[src/sv/fcm_pkg.sv]
// Shared constants, register codes and configuration types of the fuzzy c-means membership block.
`timescale 1ns / 1ps

package fcm_pkg;

  // Defaults of the top-level parameters.
  localparam int MAX_CLASSES_DEF  = 4;
  localparam int MAX_CHANNELS_DEF = 4;
  localparam int SAMPLE_BITS_DEF  = 16;
  localparam int FRAC_BITS_DEF    = 16;

  // Fixed layout of ports and registers.
  localparam int NUM_MEANS      = 4;
  localparam int NUM_PORTS      = 4;
  localparam int PORT_BITS      = 16;
  localparam int MEAN_LANE_BITS = 16;
  localparam int CFG_DATA_BITS  = NUM_MEANS * MEAN_LANE_BITS;
  localparam int CFG_IDX_BITS   = 3;
  localparam int COUNT_BITS     = 3;

  // Reset values of the count registers.
  localparam logic [COUNT_BITS-1:0] CLASS_COUNT_RST   = 3'd3;
  localparam logic [COUNT_BITS-1:0] CHANNEL_COUNT_RST = 3'd1;

  // Bit positions in the divider tag of a ratio lane.
  localparam int TAG_SAT  = 0;
  localparam int TAG_ZERO = 1;

  // Configuration register indexes.
  typedef enum logic [CFG_IDX_BITS-1:0] {
    REG_CLASS_COUNT   = 3'd0,
    REG_CHANNEL_COUNT = 3'd1,
    REG_MEAN_A        = 3'd2,
    REG_MEAN_B        = 3'd3,
    REG_MEAN_C        = 3'd4,
    REG_MEAN_D        = 3'd5
  } reg_idx_t;

  // Clamped counts that the datapath works with.
  typedef struct packed {
    logic [COUNT_BITS-1:0] cls_cnt;
    logic [COUNT_BITS-1:0] chan_cnt;
  } cfg_t;

endpackage

[src/sv/fcm_merge.sv]
// Merging stage: sums the distance ratios of each class over all classes in use.
`timescale 1ns / 1ps

module fcm_merge
  import fcm_pkg::*;
#(
  parameter int NL = 4,
  parameter int F  = 16,
  parameter int SW = 2 * F + 1 + $clog2(NL)
) (
  input  logic          clk,
  input  logic          en,
  input  cfg_t          cfg,
  input  logic [2*F-1:0] quo [NL][NL],
  input  logic [1:0]    tag [NL][NL],
  output logic [SW-1:0] sum_r [NL]
);

  localparam int RW = 2 * F + 1;

  logic [SW-1:0] sum_nxt [NL];

  // A zero numerator gives zero, a saturated ratio gives the cap, else the quotient.
  always_comb begin
    logic [RW-1:0] ratio;
    for (int c = 0; c < NL; c++) begin
      sum_nxt[c] = SW'(1);
      for (int k = 0; k < NL; k++) begin
        if (tag[c][k][TAG_ZERO]) begin
          ratio = '0;
        end else if (tag[c][k][TAG_SAT]) begin
          ratio = RW'(1) << (2 * F);
        end else begin
          ratio = RW'(quo[c][k]);
        end
        if (k < int'(cfg.cls_cnt)) begin
          sum_nxt[c] = sum_nxt[c] + SW'(ratio);
        end
      end
    end
  end

  always_ff @(posedge clk) begin
    if (en) begin
      sum_r <= sum_nxt;
    end
  end

endmodule

[config.mk]
export PLATFORM = sky130hd
export DESIGN_NAME = fcm_merge
export DESIGN_NICKNAME = d
export VERILOG_FILES = /design/src/sv/fcm_pkg.sv /design/src/sv/fcm_merge.sv
export SDC_FILE = /design/constraint.sdc
export NUM_CORES = 1
export LEC_CHECK = 0
export BUFFER_PORTS_ARGS = -buffer_cell sky130_fd_sc_hd__buf_2
export CORE_AREA = 5 5 263 265
export CTS_BUF_LIST = sky130_fd_sc_hd__clkbuf_2 sky130_fd_sc_hd__clkbuf_4 sky130_fd_sc_hd__clkbuf_8
export DETAILED_ROUTE_END_ITERATION = 8
export DIE_AREA = 0 0 268 270
export GPL_TIMING_DRIVEN = 0
export PLACE_DENSITY = 0.75
export SYNTH_ARGS = -nofsm -noshare
export SYNTH_HDL_FRONTEND = slang
export SYNTH_SLANG_ARGS = --single-unit
export TNS_END_PERCENT = 50
[constraint.sdc]
create_clock -name clk -period 14.7 [get_ports clk]
set_input_delay 2.94 -clock clk [delete_from_list [all_inputs] [get_ports clk]]
set_output_delay 2.94 -clock clk [all_outputs]
set_load 0.02 [all_outputs]
==> results.tsv <==
stage	metric	value	unit
run_status	status	finished, violations left	
run_status	failed_checks	capacitance limit, slew limit	
floorplan	die_x	268	um
sta	min_period	13.00	ns
drt	wire_per_inst	25.01	um
clocking	ctsResizeCount	0	
sta	finalSetupTns	0	ns
grt	antenna_found_initial	21	
sta	hold_viol	0	
sta	fin_crit_sh	0.8846	
run	maxCapViolCount	7	
placement	dp_cells	6190	
drt	drt_iter0_markers	4332	
cells_and_area	reg_top3	sum_r x140	
min_path	hold_path_depth	1	
sta	setup_violations	0	
power_and_ir_drop	ir_drop	41.74	uV
drt	ant_nets	0	
worst_setup_path	slowest_stage	clkbuf_1	
clocking	cts_root_buf	clkbuf_8	
placement	dp_hpwl	126400	um
floorplan	die_y	270	um
floorplan	io_pins	692	
grt	grt_pass1_wl	221800	um
logic_synthesis	syn-cell-area	0.03401	mm2
worst_setup_path	worstSetupPathType	primary input to register	
logic_synthesis	synth_most_common_cell	nand2_1	
sta	tightest_slew	1.578	ns
drt	vias	38920	
cells_and_area	area_growth	14.81	%
clocking	post_cts_buffers	0	
drt	wl	156100	um
clocking	cts_tree	built	
floorplan	start_util	0.5110	
grt	grt_overflow	0	
sta	slew_violations	76	
logic_synthesis	ys_top_cells_by_count	nand2_1 (450), ha_1 (416), a21oi_1 (413), and2_1 (413), nor2_1 (406)	
logic_synthesis	ys_warn_count	0	
cells_and_area	top_register	sum_r	
logic_synthesis	syn_inst	4627	
min_path	hold_start	en	
logic_synthesis	syn_avg_cell_area	7.351	um2
floorplan	placementRows	95	
clocking	clock_sinks	140	
min_path	hp-class	primary input to register	
logic_synthesis	synth-seq-cells	140	
cells_and_area	final_cells	6239	
drt	detail_route.vias_per_cell	6.239	
clocking	ctsHoldBuffers	0	
drt	first_pass_iters	8	
logic_synthesis	netlist.area_leader.share	0.1530	
grt	grt_pass1_vias	35730	
logic_synthesis	ys_async_sr_fraction	0	
logic_synthesis	synth-edff-count	140	
cells_and_area	drive_above_1_share	0.1710	
logic_synthesis	seq_area_frac_synth	0.1236	
power_and_ir_drop	total_power	0.002275	W
placement	globalplace.congestion	1.012	
logic_synthesis	synth_largest_area_cell	ha_1	
sta	setup_slack	1.697	ns
logic_synthesis	synth_flop_cell	edfxtp_1	
worst_setup_path	slowest_delay	1.20	ns
worst_setup_path	cp.arrival	13.31	ns
floorplan	fp.coreArea	0.06656	mm2
cells_and_area	largest_reg_flops	140	
power_and_ir_drop	p_per_area	58.25	mW/mm2
clocking	cts_buffers	17	
sta	rsz0062_at_grt	no	
placement	dp_slack	1.485	ns
cells_and_area	layout.nets	6317	
placement	numPortBuffers	687	
worst_setup_path	crit_required	15.01	ns
worst_setup_path	crit_fanout	10	
grt	grt_max_degree	72	
worst_setup_path	start_kind	primary input	
min_path	hold_path_end	sum_r[113]	
logic_synthesis	syn-num-nets	5607	
clocking	clk_pin_slew	0.10	ns
logic_synthesis	synth.area.top_cells	ha_1 (15%), edfxtp_1 (12%), and2_1 (7.6%), a21oi_1 (6.1%), xnor2_1 (5.9%)	
clocking	cts.path.max_buffers	2	
worst_setup_path	setup.worst_path.end_class	register	
power_and_ir_drop	p_leak	19.08	nW
clocking	ctsHtreeMaxLevel	4	
cells_and_area	post-route-util	0.5867	
logic_synthesis	synth_cell_types	97	
sta	clock.fmax	0.07690	GHz
drt	drc	0	
grt	grt_use_total	0.4034	
floorplan	die_area	0.07236	mm2
sta	slew_headroom	-0.05206	
cell type report:
class	instances	area (um2)
clock inverter	14	146.4
sequential	140	4204
buffer	164	641.9
antenna	16	40.04
fill	6562	27510
timing repair buffer	691	3513
inverter	145	544.3
clock buffer	18	241.5
multi-input combinational	4178	28630
tap	873	1092
critical path, delay by kind of cell:
family,cells,cell delay [ns]
compound gates,17,4.27
buf+inv,4,2.39
simple gates,9,1.62
fa+ha+maj,4,1.52
mux,1,0.38
xor+xnor,1,0.14
metal layers:
layer | wire [um] | part of all wire | global-route usage | up-vias
li1 | - | - | - | 18200
met1 | 62510 | 0.40 | 0.5286 | 18030
met2 | 66850 | 0.43 | 0.6238 | 2228
met3 | 15230 | 0.098 | 0.06322 | 453
met4 | 11430 | 0.073 | 0.2418 | 6
met5 | 34 | 0.00022 | 0 | -
where the power goes:
part           internal, W  switching (W)  total [W]
registers         0.000523      0.0000238   0.000547
clock network     0.000152       0.000189   0.000342
logic             0.000518       0.000868    0.00139
metrics by stage:
| stage | hold WS (ns) | area (um2) |
|---|---|---|
| CTS | 2.899 | 38990 |
| finish | 2.905 | 39050 |
| detailed placement | 3.384 | 38610 |
| global route | 2.933 | 39030 |
| global placement | 3.384 | 38540 |
| floorplan | 3.053 | 34010 |
cells by family after synthesis:
kind of cell	count (synthesis)	share of synthesized area
compound gates	1402	0.2637
xor+xnor	418	0.1076
fa+ha+maj	428	0.1601
buf+inv	309	0.03476
flops	140	0.1236
mux	126	0.04138
simple gates	1804	0.2688
how the worst max path moves through the flow:
stage                 start          to  slack, ns  cells past startpoint
global route        tag[30]  sum_r[137]       1.15                     48
floorplan           tag[30]  sum_r[136]       3.78                     41
global placement     cfg[5]  sum_r[136]       1.20                     36
CTS                  cfg[3]   sum_r[31]       2.01                     36
detailed placement  tag[30]  sum_r[136]       1.48                     42
finish               cfg[3]   sum_r[31]       1.70                     36
placed cells by master, fill, tap and decap left out, types with 140 or more instances in the layout:
master,n
o21ai_0,305
nand2_1,450
edfxtp_1,140
a21oi_1,413
xnor2_1,229
nor2_1,406
inv_1,144
a21o_1,214
xor2_1,189
ha_1,416
and2_1,413
buf_2,696
No activity file was read; power rests on OpenSTA's default activity.
